==> src/design/ppi_isqrt.sv <==
`timescale 1ns / 1ps
module ppi_isqrt (
  input  logic        clk,
  input  logic        rst_n,
  input  logic        start,
  input  logic [63:0] radicand,
  output logic        done,
  output logic [31:0] root
);

  logic        busy_r, busy_nxt, done_r, done_nxt;
  logic [4:0]  step_r, step_nxt;
  logic [63:0] rad_r, rad_nxt;
  logic [33:0] rem_r, rem_nxt;
  logic [31:0] root_r, root_nxt;
  logic [35:0] rem_sh, trial;

  always_comb begin
    busy_nxt = busy_r;
    done_nxt = 1'b0;
    step_nxt = step_r;
    rad_nxt  = rad_r;
    rem_nxt  = rem_r;
    root_nxt = root_r;
    rem_sh   = {rem_r, rad_r[63:62]};
    trial    = {2'b00, root_r, 2'b01};
    if (start) begin
      busy_nxt = 1'b1;
      step_nxt = '0;
      rad_nxt  = radicand;
      rem_nxt  = '0;
      root_nxt = '0;
    end else if (busy_r) begin
      if (rem_sh >= trial) begin
        rem_nxt  = 34'(rem_sh - trial);
        root_nxt = {root_r[30:0], 1'b1};
      end else begin
        rem_nxt  = rem_sh[33:0];
        root_nxt = {root_r[30:0], 1'b0};
      end
      rad_nxt  = {rad_r[61:0], 2'b00};
      step_nxt = step_r + 5'd1;
      if (step_r == 5'd31) begin
        busy_nxt = 1'b0;
        done_nxt = 1'b1;
      end
    end
  end

  always_ff @(posedge clk) begin
    if (!rst_n) begin
      busy_r <= 1'b0;
      done_r <= 1'b0;
      step_r <= '0;
    end else begin
      busy_r <= busy_nxt;
      done_r <= done_nxt;
      step_r <= step_nxt;
    end
    rad_r  <= rad_nxt;
    rem_r  <= rem_nxt;
    root_r <= root_nxt;
  end

  assign done = done_r;
  assign root = root_r;

endmodule

==> config.mk <==
export PLATFORM = sky130hd
export DESIGN_NAME = ppi_isqrt
export DESIGN_NICKNAME = d
export VERILOG_FILES = /design/src/design/ppi_isqrt.sv
export SDC_FILE = /design/constraint.sdc
export NUM_CORES = 1
export LEC_CHECK = 0
export BUFFER_PORTS_ARGS = -buffer_cell sky130_fd_sc_hd__buf_2
export CAP_MARGIN = 20
export CORE_MARGIN = 1.5
export CORE_UTILIZATION = 40
export DETAILED_ROUTE_END_ITERATION = 6
export HOLD_SLACK_MARGIN = 0.02
export PLACE_DENSITY_LB_ADDON = 0.25
export SYNTH_ARGS = -nofsm -noshare
export SYNTH_HDL_FRONTEND = slang
export SYNTH_SLANG_ARGS = --single-unit
==> constraint.sdc <==
create_clock -name clk -period 2.85 [get_ports clk]
set_input_delay 0.4275 -clock clk [delete_from_list [all_inputs] [get_ports clk]]
set_output_delay 0.4275 -clock clk [all_outputs]
set_load 0.005 [all_outputs]
---- Word level (Yosys, flattened, before mapping) ----
Index checks and enable logic that the tools add are counted.
word-level totals
  register bits after elaboration ......... 137
  bits of input ports ..................... 67
  output and inout bits ................... 33
  word-level logic and storage cells ...... 23
cells by class
  add/subtract/negate cells ............... 2
  magnitude comparators ................... 1
  equal/unequal tests ..................... 1
  multiplexer cells ....................... 8
  bitwise operators ....................... 2
  reductions and logical operators ........ 3
operators with widths
  cell                                          number
  2-to-1 mux 64 bit                             2
  greater-or-equal comparator 36 x 34 -> 1 bit  1
  2-to-1 mux 34 bit                             1
  subtractor 34 bit                             1
  adder 5 x 1 -> 5 bit, second input constant   1
  equality test 5 bit, second input constant    1
  2-to-1 mux 1 bit                              5
  OR reduction 3 bit                            1
  NOT 1 bit                                     2
  nonzero test 2 bit                            1
  OR reduction 2 bit                            1

---- Depth between registers and ports, before layout ----
  word-level depth ........................ 4
  gate-level depth with buffers ........... 13
  depth with buffers taken out ............ 10

---- Worst setup path before layout ----
No wires, ideal clock.
  path type ............................... register to register
  from .................................... reg root_r[22] (netlist: root[22])
  to ...................................... reg rem_r[10]
  setup time .............................. 0.088 ns
  arrival ................................. 2.640 ns
  required time ........................... 2.762 ns
  setup slack ............................. 0.122 ns
  cell stages (with the launch flop) ...... 13
  path buffers ............................ 2
  period minus slack after synthesis ...... 2.728 ns
  cell sequence ........................... dfxtp_1 -> inv_1 -> ha_1 -> buf_2 -> nand4_2 -> or3_1 -> or3_1 -> o21ai_2 -> a2111oi_4 -> and2_1 -> buf_6 -> a31o_1 -> a311oi_2
between the ends
  cells in the longest elaborated chain, start to end .. 2
ends and longest elaborated chain
  element                                       RTL line  text
  start, declared                               15        logic [31:0] root_r, root_nxt;
  start signal, assigned                        62        root_r <= root_nxt;
  greater-or-equal comparator 36 x 34 -> 1 bit  34        if (rem_sh >= trial) begin
  2-to-1 mux 34 bit                             34
  end signal, assigned                          61        rem_r <= rem_nxt;
  end, declared                                 14        logic [33:0] rem_r, rem_nxt;
No other way between the ends.
A chain may end at the register's enable or synchronous reset.

---- Final worst setup path ----
  from .................................... reg root_r[18] (netlist: root[18])
  to ...................................... reg rem_r[10]
The elaborated chain is that of the path after synthesis.

==> metrics.csv <==
stage;metric;value;unit
clocking;clock-sinks;137;
clocking;clk_path_buf_depth;2;
floorplanning;start_util;40.7;%
route;wl_met3;1.05;mm
run;drv_cap;0;
route;wl_met1;8.28;mm
route;routedWlPerCell;15.1;um
timing;totalNegativeSetupSlack;0;ns
synth;synth_edf_count;64;
route;route.detailed.drc;0;
synth;yosys-top-cells-count;nor2_1, nand2_1, dfxtp_1;
timing;timing.fmax;362;MHz
clocking;cts_tree;yes;
floorplanning;io_pins;100;
synth;synthCells;765;
cells_and_area;nets;1006;
pwr;switching_share;39.0;%
global_routing;grt_use_total;17.8;%
timing;setup_viol;0;
route;vias_per_cell;5.26;
synth;syn_area;7620;um^2
cells_and_area;syn_to_final_growth;24.5;%
clocking;clk_pin_slew;0.06;ns
global_routing;antenna_found_initial;1;
pwr;p_comb_share;50.4;%
synth;yosysTopAreaCellShare;25.2;%
synth;synthMostInstantiatedCell;nor2_1;
route;drt_wl_total;17.3;mm
global_routing;grt_first_pass_wirelength;28.3;mm
placement;place.gp.congestion;0.878;
synth;synth-async-reset-ratio;0;%
placement;dpl_cell_area;8720;um^2
critical_path;worst_ep_required_time;3.18;ns
timing;hold_viol;0;
floorplanning;die_area;19900;um^2
route;via_count;6054;
global_routing;grt_overflow_total;0;
timing;skew;0.0112;ns
cells_and_area;drive_above_1_share;31.9;%
critical_path;cp-end-kind;register;
route;dr.pass1.iters;5;
synth;synth_ff_type;dfxtp_1;
synth;synth_area_leader_cell;edfxtp_1;
pwr;pwr-share-seq;25.6;%
clocking;hold_buffers;0;
synth;synthDistinctLibCells;64;
clocking;htreeDepth;4;
pwr;p_sw;0.00383;W
placement;dpl.hpwl;12.2;mm
timing;slew_headroom;62.7;%
synth;avgSynthCellArea;9.96;um^2
placement;port_buffers;99;
clocking;cts_root_buf;clkbuf_16;
floorplanning;die_w;141;um
critical_path;worstSetupStartpointType;register;
route;top_layer_used;met4;
critical_path;cp_max_fo;20;
pwr;internal_power;0.00599;W
pwr;power.density;1030;nW/um^2
floorplanning;core.rowCount;50;
route;drtIter0Drc;270;
critical_path;critPathArrivalTime;3.09;ns
worst_hold_path;hp-class;input port to register;
route;wl_met2;7.87;mm
status;status;completed;
synth;synth_nets;868;
floorplanning;coreArea;18700;um^2
route;drtAntennaViolNets;0;
cells_and_area;stdcell_area;9490;um^2
pwr;vdd_drop_max;0.601;mV
synth;synth_seq_area_share;44.4;%
synth;yosysWarnings;0;
timing;fin_crit_sh;96.9;%
timing;worst_pin_slew;0.559;ns
clocking;numCtsBuffers;17;
timing;maxSlewViolCount;0;
cells_and_area;fillers;1769;
clocking;clk_latency;0.42;ns
synth;ys_ff_latch;137;
floorplanning;die_height;141;um
global_routing;grt_pass1_vias;5853;
pwr;p_clk_share;23.9;%
timing;finalCriticalPeriod;2.76;ns
synth;synthTopCellsByArea;edfxtp_1, dfxtp_1, mux2_2;
pwr;p_leak;3.90;nW
cells_and_area;antenna_cells;0;
global_routing;grt_max_degree;51;
critical_path;path_class;register to register;
## layout by cell type (no fill, tap or decap), types with 6 or more instances in the layout
cell	count
nand3_1	9
nor3_1	8
nand4_1	7
buf_2	98
nor2b_1	6
a21o_1	7
o21a_1	6
inv_1	40
ha_1	31
clkbuf_16	17
a21oi_2	6
xnor2_1	12
a311oi_1	19
o211ai_1	6
xor2_1	14
a21oi_1	42
o21ai_0	26
nor2_1	78
nand2_1	75
mux2i_1	37
mux2_2	63
buf_4	58
dfxtp_1	67
edfxtp_1	64
## per-stage QoR
stage | setup slack (ns) | power (W) | hold slack (ns) | instances | util (%)
6_report | 0.0891 | 0.00981 | 0.245 | 1150 | 50.7
5_1_grt | -0.0334 | 0.0105 | 0.243 | 1150 | 50.7
4_1_cts | 0.00871 | 0.00963 | 0.224 | 1150 | 49.9
3_5_place_dp | 0.0456 | 0.00724 | 0.475 | 1118 | 46.6
3_3_place_gp | 0.0991 | 0.00724 | 0.478 | 1118 | 46.6
2_1_floorplan | 0.122 | 0.00587 | 0.450 | 765 | -
## state kept, by name (all words and copies together), names as in the netlist
signal / cells
rad_r: 64
rem_r: 34
root: 32
step_r: 5
busy_r: 1
done: 1
## routing by layer
layer | vias up | global-route usage [%]
met5 | - | 0
met4 | 0 | 5.21
met3 | 10 | 5.91
met2 | 122 | 28.1
met1 | 2853 | 23.3
li1 | 3069 | -
## power groups by stage
stage               logic (W)  registers [W]  clock network (W)
global route          0.00548        0.00255            0.00249
CTS                   0.00473        0.00250            0.00240
global placement      0.00469        0.00255                  0
floorplan             0.00338        0.00249                  0
finish                0.00495        0.00251            0.00235
detailed placement    0.00470        0.00254                  0
## worst max-delay path, cell delays in order (launching register included)
cell and delay, ns:
dfxtp_2 0.32, inv_1 0.06, ha_4 0.27, nand4_1 0.18, or3_4 0.44, or3_4 0.41, o21ai_4 0.15, a2111oi_4 0.10
and2_4 0.17, buf_12 0.15, a31o_1 0.20, a311oi_2 0.22
## final cells by class
type	instances	area, um^2	share of cell area (%)
repair buffers	160	997	10.5
flip-flops and latches	137	3390	35.8
well taps	234	293	3.09
clock buffers	18	439	4.63
inverters	41	154	1.62
clock inverters	14	184	1.94
multi-input cells	546	4030	42.4
## final timing paths
path	slack, ns	from	endpoint	depth (start not counted)
max	0.09	root[18]	rem_r[10]	11
min	0.24	rst_n	busy_r	2
max reg2reg	0.09	root[18]	rem_r[10]	11
min reg2reg	0.48	rem_r[30]	rem_r[30]	2
## what timing repair did
action                                  CTS  global route
endpoints found under the setup margin    0            30
resized for setup                         0            29
buffers inserted                          0             0
## logic make-up (layout without fill, tap and decap cells)
logic type      count (synthesis)  after routing  synth area share (%)
simple gates                  215            215                  12.7
compound gates                169            169                  15.4
flops                         137            137                  44.4
mux                           100            100                  14.2
buf+inv                        82            233                  4.52
fa+ha+maj                      36             36                  5.91
xor+xnor                       26             26                  2.99
(Power assumes the default switching activity.)
