File: src/design/ppi_div.sv
`timescale 1ns / 1ps
module ppi_div (
  input  logic        clk,
  input  logic        rst_n,
  input  logic        start,
  input  logic [31:0] num,
  input  logic [31:0] den,
  output logic        done,
  output logic [15:0] quo
);

  logic        busy_r, busy_nxt, done_r, done_nxt;
  logic [3:0]  step_r, step_nxt;
  logic [31:0] rem_r, rem_nxt, den_r, den_nxt;
  logic [15:0] quo_r, quo_nxt;
  logic [32:0] rem_sh;

  always_comb begin
    busy_nxt = busy_r;
    done_nxt = 1'b0;
    step_nxt = step_r;
    rem_nxt  = rem_r;
    den_nxt  = den_r;
    quo_nxt  = quo_r;
    rem_sh   = {rem_r, 1'b0};
    if (start) begin
      busy_nxt = 1'b1;
      step_nxt = '0;
      rem_nxt  = num;
      den_nxt  = den;
      quo_nxt  = '0;
    end else if (busy_r) begin
      if (rem_sh >= {1'b0, den_r}) begin
        rem_nxt = 32'(rem_sh - {1'b0, den_r});
        quo_nxt = {quo_r[14:0], 1'b1};
      end else begin
        rem_nxt = rem_sh[31:0];
        quo_nxt = {quo_r[14:0], 1'b0};
      end
      step_nxt = step_r + 4'd1;
      if (step_r == 4'd15) begin
        busy_nxt = 1'b0;
        done_nxt = 1'b1;
      end
    end
  end

  always_ff @(posedge clk) begin
    if (!rst_n) begin
      busy_r <= 1'b0;
      done_r <= 1'b0;
      step_r <= '0;
    end else begin
      busy_r <= busy_nxt;
      done_r <= done_nxt;
      step_r <= step_nxt;
    end
    rem_r <= rem_nxt;
    den_r <= den_nxt;
    quo_r <= quo_nxt;
  end

  assign done = done_r;
  assign quo  = quo_r;

endmodule

File: config.mk
export PLATFORM = sky130hd
export DESIGN_NAME = ppi_div
export DESIGN_NICKNAME = d
export VERILOG_FILES = /design/src/design/ppi_div.sv
export SDC_FILE = /design/constraint.sdc
export NUM_CORES = 1
export LEC_CHECK = 0
export ABC_CLOCK_PERIOD_IN_PS = 8900
export BUFFER_PORTS_ARGS = -buffer_cell sky130_fd_sc_hd__buf_2
export CELL_PAD_IN_SITES_DETAIL_PLACEMENT = 1
export CELL_PAD_IN_SITES_GLOBAL_PLACEMENT = 2
export CORE_MARGIN = 3
export CORE_UTILIZATION = 40
export CTS_CLUSTER_DIAMETER = 80
export DETAILED_ROUTE_END_ITERATION = 8
export GPL_TIMING_DRIVEN = 1
export PLACE_DENSITY = 0.95
export SYNTH_ARGS = -nofsm -noshare
export SYNTH_HDL_FRONTEND = slang
export SYNTH_SLANG_ARGS = --single-unit
File: constraint.sdc
create_clock -name clk -period 8.9 [get_ports clk]
set_input_delay 0.445 -clock clk [delete_from_list [all_inputs] [get_ports clk]]
set_output_delay 0.445 -clock clk [all_outputs]
set_load 0.005 [all_outputs]
# --- Word level (Yosys, flattened, before mapping) ---
# Cells that the tools add are included.
# W data, S select, Z words.
classes:
  n_addsub: 2
  magnitude_cmp: 1
  n_eq_ne: 1
  n_mux: 8
  bitwise_logic: 2
  reduce_logical: 3
op_table:
  columns: ["cell", "count"]
  rows:
  - ["$mux W32", 3]
  - ["$ge A33 B32 Y1", 1]
  - ["$sub A32 B32 Y32", 1]
  - ["$mux W1", 5]
  - ["$add A4 B1 Y4 const B", 1]
  - ["$eq A4 B4 Y1 const B", 1]
  - ["$reduce_or A3 Y1", 1]
  - ["$not A1 Y1", 2]
  - ["$reduce_bool A2 Y1", 1]
  - ["$reduce_or A2 Y1", 1]
word_totals:
  ff_bits: 86
  in_bits: 67
  out_inout_bits: 17
  wordCells: 23

# --- Logic depth before layout (Yosys ltp) ---
logic_depth:
  word_depth: 4
  depth_mapped: 13
  ltp_nobuf: 12

# --- Least setup slack after synthesis ---
# No wires, ideal clock.
synth_timing:
  kind: "register -> register"
  start: "reg rem_r[17]"
  end: "reg rem_r[10] (data pin)"
  setup_ns: 0.260
  t_arrival_ns: 2.824
  t_required_ns: 8.640
  slack_ns: 5.816
  path_stages_with_launch: 12
  period_less_slack_ns: 3.084
  cell_sequence: "edfxtp_1 ha_1 a21o_1 o21bai_1 or3_1 a211oi_2 nor4_2 o21ai_4 nand2_4 buf_6 mux2_4 mux2_2"
synth_between:
  elab_chain_cells: 4
synth_lines:
  columns: ["item", "line_no", "source"]
  rows:
  - ["from (decl)", "14", "logic [31:0] rem_r, rem_nxt, den_r, den_nxt;"]
  - ["from (signal assigned)", "58", "rem_r <= rem_nxt;"]
  - ["$ge A33 B32 Y1", "33", "if (rem_sh >= {1'b0, den_r}) begin"]
  - ["$mux W32", "33", null]
  - ["$mux W32", "32", "end else if (busy_r) begin"]
  - ["$mux W32", "26", "if (start) begin"]
  - ["net rem_nxt[10]", "14", null]
# The timed path passes the listed nets, and every way through them passes these cells. The select of a mux whose other input is x is not followed.
# A chain may end at the register's enable or synchronous reset.

# --- Worst setup path after layout ---
layout_timing:
  start: "reg rem_r[15]"
  end: "reg rem_r[7] (data pin)"
# The elaborated chain is that of the path after synthesis.

==> metrics.cfg <==
[timing]
hold_violations=0
tightest_slew_ps=885.0
max_freq_ghz=0.2799
hold_ws_ps=257.5
worst_slack_ps=5328
fin_skew_ps=9.717
setup_viol_count_final=0
setup_tns_ps=0
rsz0062_at_grt=false
relSlewSlack=0.4100
slew_violations=0
period_needed_ps=3572
finalCritPeriodShare=0.4014

[flow_run]
max_cap_viol_count=0

[detailed_routing]
drt_iter0_drc=141
avgRoutedWirePerCell_um=17.32
vias_per_cell=5.295
vias=4093
dr.pass1.iters=4
drc=0
totalWireLength_um=13390
ant_nets=0

[setup_path]
crit_required_ps=9010
critPathSlowestCell=mux2_1
cp_slowest_stage_delay_ps=430
critPathBufInv=0
worst_r2r_endpoint=rem_r[7]$_DFFE_PP_
crit_arrival_ps=3680
worstPathCellList=ha_1 > a21oi_1 > o21bai_1 > or3_1 > a211oi_2 > nor4_2 > o21ai_4 > nand2_4 > mux2_1 > mux2_2
crit_family=compound AO/OA/AOI/OAI gates
endpoint_kind=register
r2r_slack_ps=5330
start_kind=register
critPathKind=reg -> reg
worstRegToRegCells=10
cp_max_fo=26
timing.rr.start=rem_r[15]$_DFFE_PP_

[synthesis]
synth_top_area_share=0.3556
ys_seq_elements=86
syn-num-nets=620
ys_top_cells_by_area=edfxtp_1, dfxtp_1, ha_1
post_synth_inst_count=519
ys_types=59
synthesis.area_um2=5404
synth_edf_count=64
synth-async-reset-ratio=0
synthFlopType=edfxtp_1
ys.warnings.count=0
yosysSeqAreaShare=0.4371
yosysTopAreaCell=edfxtp_1
synth_area_per_cell_um2=10.41

[clock_tree]
clk_latency_ps=360
post-cts-setup-buffers=0
cts_root_buf=clkbuf_16
h-tree-depth=3
path_clk_slew_ps=70
clock_path_buffers=2
clock-sinks=86
ctsHoldBuffers=0
cts_tree=done
cts_buffers=9
cts-resized-gates=0

[placement]
postPlaceCellArea_um2=5958
pre_cts_ws_ps=5348
place_hpwl_um=9693
io_buffers=83
place.gp.congestion=0.8794
dp.cells=757

[floorplan]
die_y_um=122.2
rows=41
dieArea_um2=14940
ios=84
coreArea_um2=12930
start_util=0.4180
dieWidth_um=122.2

[grt]
grt_overflow_total=0
grt_use_total=0.1866
antenna_found_initial=0
grt_max_degree=50
grt_first_pass_wirelength_um=21920
grt_pass1_vias=4359

[finish]
final_util=0.4838
drive_gt1_frac=0.2413
postLayoutCellArea_um2=6255
fin_cells=773
antenna_cells=0
layout.nets=697
syn_to_final_growth_pct=15.74

[power_and_ir_drop]
power_mw=1.733
ir_worst_vdd_v=0.0001395
p_leak_nw=2.756
p_per_area_nw_per_um2=277.1

[min_path]
whs_path_depth=1
min-delay-start=den[30]
hp-class=in -> reg
hold_end=den_r[30]$_DFFE_PP_

[run_status]
status=complete, no violations

cells in the final DEF, fill, tap and decap left out, drive strengths merged, types with 3 or more instances in the layout:
cell type,n
dfxtp,22
nand2,30
nand2b,6
mux2i,19
o31ai,5
inv,46
nor3,9
buf,85
clkbuf,9
ha,33
nor2,42
xor2,9
a21oi,46
nor2b,8
a31oi,3
o21bai,7
and4,3
o21ai,21
nand3,12
o21a,4
edfxtp,64
a21o,18
nand4,5
xnor2,17
nor4,3
mux2,40
a211oi,9
worst max-delay path by stage:
stage / from / endpoint / slack, ps / cells after the start
2_1_floorplan: rem_r[17]$_DFFE_PP_ / rem_r[10]$_DFFE_PP_ / 5820 / 11
3_3_place_gp: rem_r[29]$_DFFE_PP_ / rem_r[16]$_DFFE_PP_ / 5480 / 9
3_5_place_dp: rem_r[15]$_DFFE_PP_ / rem_r[7]$_DFFE_PP_ / 5350 / 10
4_1_cts: rem_r[15]$_DFFE_PP_ / rem_r[7]$_DFFE_PP_ / 5330 / 10
5_1_grt: rem_r[11]$_DFFE_PP_ / rem_r[5]$_DFFE_PP_ / 5170 / 10
6_report: rem_r[15]$_DFFE_PP_ / rem_r[7]$_DFFE_PP_ / 5330 / 10
synthesized netlist by cell type, drive strengths merged (2+ instances only):
library cell / instances
edfxtp: 64
a21oi: 46
nor2: 42
inv: 41
mux2: 40
ha: 33
nand2: 30
dfxtp: 22
o21ai: 21
mux2i: 19
a21o: 18
xnor2: 17
clkbuf: 14
nand3: 12
a211oi: 9
nor3: 9
xor2: 9
nor2b: 8
o21bai: 7
nand2b: 6
buf: 5
nand4: 5
o31ai: 5
o21a: 4
a31oi: 3
and4: 3
nor4: 3
nand3b: 2
o211ai: 2
o41ai: 2
or2: 2
or3: 2
flip-flops by register name, indices dropped and copies added, names as in the netlist:
name	flops
den_r	32
rem_r	32
quo	16
step_r	4
busy_r	1
done	1
cells by family (layout without fill, tap and decap cells):
logic type / Yosys count / count (layout) / synth area share
xor+xnor: 26 / 26 / 0.04214
buf+inv: 60 / 142 / 0.04584
simple gates: 128 / 128 / 0.1158
flops: 86 / 86 / 0.4371
fa+ha+maj: 34 / 34 / 0.08011
mux: 59 / 59 / 0.1262
compound gates: 126 / 126 / 0.1528
routing by layer:
metal,vias to the layer above,track usage,share of wire
li1,2035,-,-
met1,1966,0.2423,0.48
met2,81,0.3116,0.47
met3,11,0.04009,0.039
met4,0,0.05948,0.012
met5,-,0,0
worst reg2reg max path: stages, from the launching register on:
cell and delay, ps:
edfxtp_1 420, ha_1 390, a21oi_1 270, o21bai_1 120
or3_1 350, a211oi_2 340, nor4_2 130, o21ai_4 280
nand2_4 330, mux2_1 440, mux2_2 260
cell type report:
| type | count | area [um^2] |
|---|---|---|
| inverters | 41 | 153.9 |
| clock buffers | 9 | 225.2 |
| repair buffers | 85 | 432.9 |
| multi-input cells | 373 | 2794 |
| well taps | 172 | 215.2 |
| flip-flops and latches | 86 | 2362 |
| fillers | 1464 | 6673 |
| clock inverters | 7 | 71.32 |
power by group:
part           internal, mW  switching [mW]
Clock                 0.199           0.187
Sequential            0.515          0.0354
Combinational         0.372           0.424
No activity file was read; power rests on OpenSTA's default activity.
